===== config.mk =====
export PLATFORM = sky130hd
export DESIGN_NAME = fpp_cell
export DESIGN_NICKNAME = d
export VERILOG_FILES = /design/src/hdl/fpp_pkg.sv /design/src/hdl/fpp_cell.sv
export SDC_FILE = /design/constraint.sdc
export NUM_CORES = 1
export LEC_CHECK = 0
export BUFFER_PORTS_ARGS = -buffer_cell sky130_fd_sc_hd__buf_2
export CORE_AREA = 2 2 245 247
export DETAILED_ROUTE_END_ITERATION = 6
export DIE_AREA = 0 0 247 249
export PLACE_DENSITY = 0.53
export SLEW_MARGIN = 40
export SYNTH_ARGS = -nofsm -noshare
export SYNTH_HDL_FRONTEND = slang
export SYNTH_SLANG_ARGS = --single-unit

===== constraint.sdc =====
create_clock -name clk -period 5 [get_ports clk]
set_input_delay 0.5 -clock clk [delete_from_list [all_inputs] [get_ports clk]]
set_output_delay 0.5 -clock clk [all_outputs]
set_load 0.01 [all_outputs]

===== src/hdl/fpp_pkg.sv =====
// ----------------------------------------------------------------------------
// fpp_pkg
// Shared widths, constants, register codes and helpers for the page
// placement pipeline.
// ----------------------------------------------------------------------------
package fpp_pkg;

  localparam int SCALE_FRAC_BITS_DEF = 16;

  localparam int PAGEW = 24;   // page size in points, 16.8
  localparam int DIMW  = 16;   // printable size in pixels
  localparam int DPIW  = 14;
  localparam int NATW  = 38;   // natural size numerator over PT_DEN
  localparam int PRODW = 54;   // printable size times natural size
  localparam int DENW  = 40;   // divisor width in the divider row
  localparam int QW    = 25;   // quotient bits, one per cell
  localparam int RESW  = 24;
  localparam int CROPW = 17;
  localparam int YW    = 28;   // (2n + PT_DEN) / 4096, fed to the divide by 9

  localparam logic [14:0]     PT_DEN = 15'd18432;      // 256 * 72
  localparam logic [YW-1:0]   RECIP9 = 28'd238609294;  // floor(2^31 / 9)
  localparam logic [RESW-1:0] MAX24  = 24'hFFFFFF;

  localparam logic [1:0] ORIENT_PORTRAIT  = 2'd0;
  localparam logic [1:0] ORIENT_LANDSCAPE = 2'd1;
  localparam logic [1:0] ORIENT_AUTO      = 2'd2;
  localparam logic       MODE_FIT         = 1'b0;

  typedef enum logic [2:0] {
    REG_PRINT_W = 3'd0,
    REG_PRINT_H = 3'd1,
    REG_DPI_X   = 3'd2,
    REG_DPI_Y   = 3'd3,
    REG_MODE    = 3'd4,
    REG_ORIENT  = 3'd5
  } cfg_reg_t;

  // Per-item flags and precomputed actual-size dimensions that ride along
  // with the divider lanes.
  typedef struct packed {
    logic            invalid;
    logic            land;
    logic            wlim;     // width is the limiting axis in fit mode
    logic            ovf;      // scale quotient exceeds the quotient range
    logic [RESW-1:0] dwa;
    logic [RESW-1:0] dha;
  } fpp_side_t;

  // Saturate a quotient to 24 bits and force a minimum of one.
  function automatic logic [RESW-1:0] clamp_dim(input logic [QW-1:0] v);
    logic [RESW-1:0] r;
    if (v == '0) begin
      r = 24'd1;
    end else if (v[QW-1]) begin
      r = MAX24;
    end else begin
      r = v[RESW-1:0];
    end
    return r;
  endfunction

endpackage


===== src/hdl/fpp_cell.sv =====
// ----------------------------------------------------------------------------
// fpp_cell
// One cell of the divider row: a restoring step on each of two lanes,
// producing one quotient bit per lane.
// ----------------------------------------------------------------------------
module fpp_cell
  import fpp_pkg::*;
(
  input  logic                 clk,
  input  logic                 rst_n,
  input  logic                 adv,
  input  logic                 vld_i,
  input  logic [1:0][DENW-1:0] rem_i,
  input  logic [1:0][QW-1:0]   low_i,
  input  logic [1:0][QW-1:0]   quo_i,
  input  logic [1:0][DENW-1:0] den_i,
  input  fpp_side_t            side_i,
  output logic                 vld_o,
  output logic [1:0][DENW-1:0] rem_o,
  output logic [1:0][QW-1:0]   low_o,
  output logic [1:0][QW-1:0]   quo_o,
  output logic [1:0][DENW-1:0] den_o,
  output fpp_side_t            side_o
);

  logic                 vld_r;
  logic [1:0][DENW-1:0] rem_r, den_r;
  logic [1:0][QW-1:0]   low_r, quo_r;
  fpp_side_t            side_r;

  logic [1:0][DENW:0]   trial, diff;
  logic [1:0]           ge;
  logic [1:0][DENW-1:0] rem_nxt;
  logic [1:0][QW-1:0]   low_nxt, quo_nxt;

  always_comb begin
    for (int l = 0; l < 2; l++) begin
      trial[l]   = {rem_i[l], low_i[l][QW-1]};
      diff[l]    = trial[l] - {1'b0, den_i[l]};
      ge[l]      = trial[l] >= {1'b0, den_i[l]};
      rem_nxt[l] = ge[l] ? diff[l][DENW-1:0] : trial[l][DENW-1:0];
      low_nxt[l] = {low_i[l][QW-2:0], 1'b0};
      quo_nxt[l] = {quo_i[l][QW-2:0], ge[l]};
    end
  end

  always_ff @(posedge clk) begin
    if (adv) begin
      rem_r  <= rem_nxt;
      low_r  <= low_nxt;
      quo_r  <= quo_nxt;
      den_r  <= den_i;
      side_r <= side_i;
    end
  end

  always_ff @(posedge clk) begin
    if (!rst_n) begin
      vld_r <= 1'b0;
    end else if (adv) begin
      vld_r <= vld_i;
    end
  end

  assign vld_o  = vld_r;
  assign rem_o  = rem_r;
  assign low_o  = low_r;
  assign quo_o  = quo_r;
  assign den_o  = den_r;
  assign side_o = side_r;

endmodule


==> out/results.txt <==
DRT antenna net count -> 0
filler instances -> 5876
sequential share of the synthesized area -> 0.603
Power, Total -> 7580 uW
postcts setup bufs -> 0
final hold vios -> 0
CP Class -> in -> reg
DIE AREA -> 61500 um2
clk buf depth -> 3
largest net degree at the start of global routing -> 97
max_slew headroom -> 0.491
Multi-input gate area -> 5560 um2
class of the worst hold path -> in -> reg
PnR worst setup slack -> 1.39 ns
Clock Tree Root -> clkbuf_16
setup violation total in the final timing report -> 0
CTS Hold Buffers Added -> 0
MaxCap Viol Count -> 0
cell area after synthesis -> 15500 um2
crit path capture type -> register
Post-synth top flop -> edfxtp_1
synth-to-layout area growth -> 34.0%
final instance area -> 20700 um2
Port Buffer Count -> 624
TritonRoute pass-1 iters -> 7
DRT Wirelength -> 52.8 mm
H-Tree Level Count -> 2
initial antenna violation count -> 6
global-route wire length before repair -> 77.5 mm
drt drc -> 0
Seq cells post-synth -> 311
Post-Place Setup Slack -> 0.861 ns
vias in the first global route -> 12600
Syn Area/Cell -> 12.8 um2
commonest cells after routing, fill and taps aside -> buf_2, edfxtp_1, a21oi_1
CTS tree -> built
GRT overflow -> 0
Die X -> 247 um
gpl congestion -> 0.882
post-cts sizing count -> 0
CTS sink cnt -> 311
row cnt -> 89
EDFF count, synth -> 310
Ports -> 629
layout cells sized above 1 -> 0.407
Synth Warn # -> 0
worst hold margin -> 0.126 ns
Max Clk Rate -> 277 MHz
M1 WL -> 21.4 mm
placed instance area -> 19500 um2
LEAKAGE -> 0.00911 uW
total track usage -> 0.164
Cell variety after synth -> 70
Tcrit/Tclk final -> 0.723
Final TNS setup -> 0 ns
Worst Tran Pin Value -> 0.763 ns
startpoint types -> input port
Syn Inst Count -> 1214
CP Data Arrival Time -> 3.91 ns
pwr/cell area -> 365 nW/um2
Register Area -> 9330 um2
Final nets -> 2244
ys async rst share -> 0
routed vias/inst -> 4.64
share of the synthesized area in the top cell type -> 0.601
die extent in y -> 249 um
RSZ-0062 raised after global routing -> no
VDD IR max -> 252 uV
DR WL met2 -> 26.6 mm
top post-synthesis cells by area -> edfxtp_1, ha_1, mux2_2
cts bufs inserted -> 38
met3 wire length -> 3.70 mm
Fin Clk Skew -> 0 ns
worst-path fanout max -> 38
WL/cell -> 19.9 um
commonest non-fill, non-tap cell in the layout -> buf_2
DRT iter0 DRCs -> 727
Clock Latency Late Sink -> 0.54 ns
register clock-pin slew on the reported worst setup and hold paths -> 0.06 ns
run status -> finished, final reports clean
DR top layer -> met5
Core ar. -> 58700 um2
WP data required -> 5.29 ns
Max Slew Vio Count -> 0
HPWL Detailed -> 42.4 mm
area leader, netlist -> edfxtp_1
Initial Utilization -> 0.264
vias -> 12300
Final Critical Period -> 3.61 ns
-- final timing paths --
path	start	endpoint	depth (start not counted)	slack, ns
setup reg to reg	vld_o$_SDFFE_PN0P_	vld_o$_SDFFE_PN0P_	2	4.41
setup / recovery	den_i[24]	rem_o[28]$_DFFE_PP_	12	1.39
hold / removal	side_i[1]	side_o[1]$_DFFE_PP_	1	0.13
hold reg to reg	vld_o$_SDFFE_PN0P_	vld_o$_SDFFE_PN0P_	2	0.52
-- flip-flops by register name, summed over array words and instances (netlist names) --
| signal | flops |
|---|---|
| vld_o | 1 |
| quo_o | 50 |
| rem_o | 80 |
| side_o | 52 |
| den_o | 80 |
| low_o | 48 |
-- cells in the mapped netlist (8+ instances only) --
cell type and instances:
o21a_1 12, inv_1 102, nor3_1 20, nand4_1 32, xor2_1 24, nor4_1 8
nor2_1 58, nand3_1 15, nand2_1 62, o21bai_1 18, ha_1 80, clkbuf_1 30
o211ai_1 13, mux2_4 11, mux2_2 51, o31ai_1 9, xnor2_1 42, a21o_1 41
edfxtp_1 310, and3_1 11, o21ai_0 48, a31oi_1 11, a21oi_1 103
-- logic make-up after synthesis --
kind of cell               count (synthesis)  synth area share
muxes                                     67            0.0510
DFF                                      311             0.603
and+or+nand+nor                          237            0.0759
AOI/OAI and AO/OA                        304             0.127
adders and majority gates                 82            0.0673
xor gates and xnor gates                  66            0.0373
other                                      1          0.000242
buffers and inverters                    146            0.0383
-- layer usage --
| metal | track usage | vias to the layer above |
|---|---|---|
| met5 | 0 | - |
| met4 | 0.0418 | 2 |
| met3 | 0.0406 | 66 |
| met2 | 0.291 | 436 |
| met1 | 0.197 | 5947 |
| li1 | - | 5856 |
-- per-stage QoR --
step	utilization	cells
final	0.354	2654
after global routing	0.353	2650
after CTS	0.353	2649
after detailed placement	0.332	2579
after global placement	0.332	2579
after floorplan	-	1215
-- area by class of cell --
| cell class | count | share of cell area |
|---|---|---|
| Timing Repair Buffer | 633 | 0.155 |
| Clock buffer | 46 | 0.0483 |
| Sequential cell | 311 | 0.450 |
| Tap cell | 773 | 0.0466 |
| Antenna cell | 5 | 0.000603 |
| Clock inverter | 24 | 0.0124 |
| Multi-Input combinational cell | 758 | 0.268 |
| Inverter | 104 | 0.0191 |
-- worst max-delay path, stage by stage --
cell and delay, ns:
buf_2 0.09, inv_1 0.04, ha_1 0.38, a21oi_1 0.26, o21ai_0 0.27, or4_1 0.58
a211o_1 0.30, a221o_1 0.42, o211a_4 0.33, nor2_8 0.12, inv_4 0.22, mux2_4 0.37
-- where the power goes --
| part | switching [uW] | internal (uW) |
|---|---|---|
| clock network | 1130 | 1650 |
| registers | 73.2 | 3190 |
| logic | 889 | 646 |
| total | 2090 | 5490 |
Note: power is estimated with default switching activity, not from simulation.
