## src/hdl/fpp_pkg.sv

```systemverilog
// ----------------------------------------------------------------------------
// fpp_pkg
// Shared widths, constants, register codes and helpers for the page
// placement pipeline.
// ----------------------------------------------------------------------------
package fpp_pkg;

  localparam int SCALE_FRAC_BITS_DEF = 16;

  localparam int PAGEW = 24;   // page size in points, 16.8
  localparam int DIMW  = 16;   // printable size in pixels
  localparam int DPIW  = 14;
  localparam int NATW  = 38;   // natural size numerator over PT_DEN
  localparam int PRODW = 54;   // printable size times natural size
  localparam int DENW  = 40;   // divisor width in the divider row
  localparam int QW    = 25;   // quotient bits, one per cell
  localparam int RESW  = 24;
  localparam int CROPW = 17;
  localparam int YW    = 28;   // (2n + PT_DEN) / 4096, fed to the divide by 9

  localparam logic [14:0]     PT_DEN = 15'd18432;      // 256 * 72
  localparam logic [YW-1:0]   RECIP9 = 28'd238609294;  // floor(2^31 / 9)
  localparam logic [RESW-1:0] MAX24  = 24'hFFFFFF;

  localparam logic [1:0] ORIENT_PORTRAIT  = 2'd0;
  localparam logic [1:0] ORIENT_LANDSCAPE = 2'd1;
  localparam logic [1:0] ORIENT_AUTO      = 2'd2;
  localparam logic       MODE_FIT         = 1'b0;

  typedef enum logic [2:0] {
    REG_PRINT_W = 3'd0,
    REG_PRINT_H = 3'd1,
    REG_DPI_X   = 3'd2,
    REG_DPI_Y   = 3'd3,
    REG_MODE    = 3'd4,
    REG_ORIENT  = 3'd5
  } cfg_reg_t;

  // Per-item flags and precomputed actual-size dimensions that ride along
  // with the divider lanes.
  typedef struct packed {
    logic            invalid;
    logic            land;
    logic            wlim;     // width is the limiting axis in fit mode
    logic            ovf;      // scale quotient exceeds the quotient range
    logic [RESW-1:0] dwa;
    logic [RESW-1:0] dha;
  } fpp_side_t;

  // Saturate a quotient to 24 bits and force a minimum of one.
  function automatic logic [RESW-1:0] clamp_dim(input logic [QW-1:0] v);
    logic [RESW-1:0] r;
    if (v == '0) begin
      r = 24'd1;
    end else if (v[QW-1]) begin
      r = MAX24;
    end else begin
      r = v[RESW-1:0];
    end
    return r;
  endfunction

endpackage

```

## src/hdl/fpp_finish.sv

```systemverilog
// ----------------------------------------------------------------------------
// fpp_finish
// Result stage: picks dimensions, saturates, centers, computes the crop
// fraction and holds the result item.
// ----------------------------------------------------------------------------
module fpp_finish
  import fpp_pkg::*;
#(
  parameter int SFB = SCALE_FRAC_BITS_DEF
) (
  input  logic                      clk,
  input  logic                      rst_n,
  input  logic                      adv,
  input  logic                      vld_i,
  input  logic [1:0][QW-1:0]        quo_i,
  input  fpp_side_t                 side_i,
  input  logic [DIMW-1:0]           aw,
  input  logic [DIMW-1:0]           ah,
  input  logic                      mode,
  output logic                      vld_o,
  output logic                      valid_res,
  output logic                      landscape,
  output logic [RESW-1:0]           scale_factor,
  output logic [RESW-1:0]           dest_width,
  output logic [RESW-1:0]           dest_height,
  output logic signed [RESW-1:0]    dest_x,
  output logic signed [RESW-1:0]    dest_y,
  output logic                      will_crop,
  output logic [CROPW-1:0]          crop_fraction
);

  localparam logic [RESW:0]   ONE_FULL = 25'd1 << SFB;
  localparam logic [RESW-1:0] ONE_SAT  = ONE_FULL[RESW] ? MAX24 : ONE_FULL[RESW-1:0];

  logic                   vld_r;
  logic                   valid_res_r, landscape_r, will_crop_r;
  logic [RESW-1:0]        scale_r, dw_r, dh_r, dx_r, dy_r;
  logic [CROPW-1:0]       crop_r;

  logic [RESW-1:0]  scale, dw, dh;
  logic             crops;
  logic [2*QW-1:0]  keep_prod;
  logic [17:0]      keep;
  logic [CROPW-1:0] crop;
  logic [RESW:0]    xdiff, ydiff, xsum, ysum;

  always_comb begin
    if (mode == MODE_FIT) begin
      scale = side_i.ovf ? MAX24 :
              (quo_i[0][QW-1] ? MAX24 : quo_i[0][RESW-1:0]);
      if (side_i.wlim) begin
        dw = RESW'(aw);
        dh = clamp_dim(quo_i[1]);
      end else begin
        dw = clamp_dim(quo_i[1]);
        dh = RESW'(ah);
      end
    end else begin
      scale = ONE_SAT;
      dw    = side_i.dwa;
      dh    = side_i.dha;
    end
    crops = (mode != MODE_FIT) && ((dw > RESW'(aw)) || (dh > RESW'(ah)));

    keep_prod = ((2*QW)'(quo_i[0]) * (2*QW)'(quo_i[1])) + (2*QW)'(64'h8000_0000);
    keep      = keep_prod[2*QW-1:32];
    crop      = (keep >= 18'd65536) ? '0 : CROPW'(18'd65536 - keep);

    // Halving toward zero: add one to negative values before the shift.
    xdiff = (RESW+1)'(aw) - {1'b0, dw};
    ydiff = (RESW+1)'(ah) - {1'b0, dh};
    xsum  = xdiff + (RESW+1)'(xdiff[RESW]);
    ysum  = ydiff + (RESW+1)'(ydiff[RESW]);
  end

  always_ff @(posedge clk) begin
    if (adv) begin
      if (side_i.invalid) begin
        valid_res_r <= 1'b0;
        landscape_r <= 1'b0;
        scale_r     <= '0;
        dw_r        <= '0;
        dh_r        <= '0;
        dx_r        <= '0;
        dy_r        <= '0;
        will_crop_r <= 1'b0;
        crop_r      <= '0;
      end else begin
        valid_res_r <= 1'b1;
        landscape_r <= side_i.land;
        scale_r     <= scale;
        dw_r        <= dw;
        dh_r        <= dh;
        dx_r        <= xsum[RESW:1];
        dy_r        <= ysum[RESW:1];
        will_crop_r <= crops;
        crop_r      <= crops ? crop : '0;
      end
    end
  end

  always_ff @(posedge clk) begin
    if (!rst_n) begin
      vld_r <= 1'b0;
    end else if (adv) begin
      vld_r <= vld_i;
    end
  end

  assign vld_o         = vld_r;
  assign valid_res     = valid_res_r;
  assign landscape     = landscape_r;
  assign scale_factor  = scale_r;
  assign dest_width    = dw_r;
  assign dest_height   = dh_r;
  assign dest_x        = dx_r;
  assign dest_y        = dy_r;
  assign will_crop     = will_crop_r;
  assign crop_fraction = crop_r;

endmodule

```

## config.mk

```make
export PLATFORM = sky130hd
export DESIGN_NAME = fpp_finish
export DESIGN_NICKNAME = d
export VERILOG_FILES = /design/src/hdl/fpp_pkg.sv /design/src/hdl/fpp_finish.sv
export SDC_FILE = /design/constraint.sdc
export NUM_CORES = 2
export LEC_CHECK = 0
export BUFFER_PORTS_ARGS = -buffer_cell sky130_fd_sc_hd__buf_2
export CORE_MARGIN = 8
export CORE_UTILIZATION = 46
export DETAILED_ROUTE_END_ITERATION = 12
export PLACE_DENSITY_LB_ADDON = 0.25
export SYNTH_ARGS = -nofsm -noshare
export SYNTH_HDL_FRONTEND = slang
export SYNTH_SLANG_ARGS = --single-unit
export TNS_END_PERCENT = 1
```

## constraint.sdc

```tcl
create_clock -name clk -period 20.4 [get_ports clk]
set_input_delay 4.08 -clock clk [delete_from_list [all_inputs] [get_ports clk]]
set_output_delay 4.08 -clock clk [all_outputs]
set_load 0.05 [all_outputs]
```

==> metrics <==
outcome complete, no violations; worst path arrival time 12150 ps; Period minus WS final 11880 ps; RSZ-0062 raised after global routing no; postcts setup bufs 0; slew at the pin with the worst max-slew slack 1060 ps; Row Count 93; Most common cell on crit path fa_1; DP Area 31800 um^2; share of cells above drive strength 1 0.102; global-route wire length before repair 142 mm; Vias/cell 5.51; CP required 20670 ps; CP delay by family, top adder cells; gate count after technology mapping 3337; clk_lat worst skew 450 ps; area of the multi-input gates 22700 um^2; Mapped Avg Cell Area 8.96 um^2; Setup crit start kind input pin; Area Growth Syn to Fin 8.41%; FMAX 0.0842 GHz; gr ovfl total 0; area leader, netlist fa_1; Max stage delay on crit path 550 ps; total clock sinks 141; port buffer count 279; deepest clock path buffer count 2; top cells by count, synth 614 x inv_1, 527 x fa_1, 399 x nand2_1, 323 x and2_1, 237 x ha_1; number of top-level pins 280; most numerous cell in the Yosys netlist inv_1; Seq cells post-synth 141; CP endpoint kind flop; synth warn 0; crit-path cells buf_2, buf_4, and2_1, fa_1, fa_1, fa_1, fa_1, fa_1, fa_1, inv_1, fa_1, inv_1, ha_1, a21oi_1, o21ai_0, o21ai_0, a211oi_1, a211o_1, o41ai_4, o2111ai_1, o31ai_1, nand2_1, nor3b_1; hold slack 544 ps; Post-Route M1 WL 36.8 mm; routed len/inst 20.6 um; Net Count, Synth 4240; Initial DRC Count 1915; Num CTS Buffers 17; final WL 89.3 mm; # setup viols final 0; Max Cap Viol 0; Placer Congestion 0.937; final non-filler cell total 4343; largest net degree at the start of global routing 74; Yosys cell types 81; period utilization 0.582; CTS tree done; # DRC 0; Setup Skew 0 ps; most area-consuming cells after synthesis fa_1 35%, edfxtp_1 14%, ha_1 9.9%; CTS root buffer clkbuf_16; vias in the first global route 25054; Async S/R FF share, synth 0; met3 wire length 6.56 mm; register area share after synthesis 0.141; Initial Util 0.465; top cell type's share of synthesized area 0.353; Die Area 73400 um^2; synthesized area 29900 um^2; Main synth FF type edfxtp_1; WL met2 43.2 mm; Final Slew Violations 0; die height 271 um; Max-slew headroom 0.289; cts repair resizes 0; CP bufs+invs 4; DP Cell Count 4309; Post-synth EDFFs 140; core footprint 64300 um^2; top sig layer met4; crit path kind input pin to flop; Die Width 271 um; Sum Neg Setup Slack 0 ps; clk slew on worst S/H paths 80 ps; # nets final 4376; Detailed Place HPWL 68.7 mm; critical path's slowest cell buf_2; antenna violations before repair 7; Hold Buf Count CTS 0; H-Tree Depth 4; GRT Total Usage 0.244; via count 23947; post-route cell area 32400 um^2; worst min-delay path class flop to flop; fillcell total 6140; 1st-pass router iterations 5; Fin. Hold Viols 0; Antenna Nets Post-Route 0; Crit Path Max Fanout 34; register area 4220 um^2
-- tightest hold or removal path, cell delays in order, from the launching register on --
cell and delay, ps:
dfxtp_1 320, mux2i_1 120, nor2b_1 60
-- per-layer routing --
| layer | vias to the layer above | GRT usage |
|---|---|---|
| li1 | 10730 | - |
| met1 | 12131 | 0.320 |
| met2 | 907 | 0.409 |
| met3 | 179 | 0.0436 |
| met4 | 0 | 0.0758 |
| met5 | - | 0 |
-- sequential cells by signal (all words and copies together), names as in the netlist --
register       count
dest_height       24
dest_width        24
dest_x            24
dest_y            24
scale_factor      24
crop_fraction     17
landscape          1
valid_res          1
vld_o              1
will_crop          1
-- per-stage QoR --
stage | worst slack (ps) | util
2_1_floorplan | 8940 | -
3_3_place_gp | 8230 | 0.494
3_5_place_dp | 8100 | 0.494
4_1_cts | 8530 | 0.504
5_1_grt | 8060 | 0.504
6_report | 8520 | 0.504
-- kinds of logic (layout without fill, tap and decap cells) --
group                      count (synthesis)  count (layout)  synth area share
other                                      0               2                 0
DFF                                      141             141             0.141
and+or+nand+nor                         1177            1177             0.195
buffers and inverters                    786             935            0.0991
xor gates and xnor gates                  94              94            0.0275
adders and majority gates                764             764             0.452
muxes                                      7               7           0.00239
AOI/OAI and AO/OA                        368             368            0.0825
-- path summary, 6_finish.rpt --
path	slack, ps	endpoint	cells after the start	startpoint
setup reg to reg	19780	vld_o	2	vld_o
setup / recovery	8520	crop_fraction[9]	23	quo_i[49]
hold reg to reg	540	vld_o	2	vld_o
hold / removal	540	vld_o	2	vld_o
-- layout make-up --
cell class	instances	area share
Clock inverter	15	0.00591
Antenna cell	2	0.000154
Clock buffer	17	0.0131
Multi-Input combinational cell	2410	0.701
Tap cell	855	0.0330
Sequential cell	141	0.130
Inverter	614	0.0711
Timing Repair Buffer	289	0.0456
-- placed cells by master (no fill, tap or decap), types with 6 or more instances in the layout --
| cell | n |
|---|---|
| a211o_1 | 6 |
| nor2b_1 | 33 |
| clkbuf_16 | 17 |
| fa_1 | 527 |
| or3_1 | 12 |
| or2_2 | 14 |
| nand2b_1 | 8 |
| a21o_1 | 15 |
| a31oi_1 | 7 |
| o21a_1 | 38 |
| nor4_1 | 16 |
| buf_4 | 10 |
| a211oi_1 | 29 |
| nor3_1 | 68 |
| and3_1 | 11 |
| ha_1 | 237 |
| a21oi_1 | 118 |
| inv_6 | 6 |
| xor2_1 | 35 |
| a22oi_1 | 15 |
| o21ai_0 | 57 |
| edfxtp_1 | 140 |
| inv_1 | 614 |
| o211ai_1 | 10 |
| mux2i_1 | 6 |
| nand3_1 | 29 |
| xnor2_1 | 59 |
| nand4_1 | 27 |
| and2_1 | 323 |
| o21bai_1 | 9 |
| buf_2 | 278 |
| nor2_1 | 199 |
| a2111oi_0 | 6 |
| nand2_1 | 399 |
Power is not shown: default switching activity piles up to over one toggle a cycle in this logic, so the estimate is an artifact.
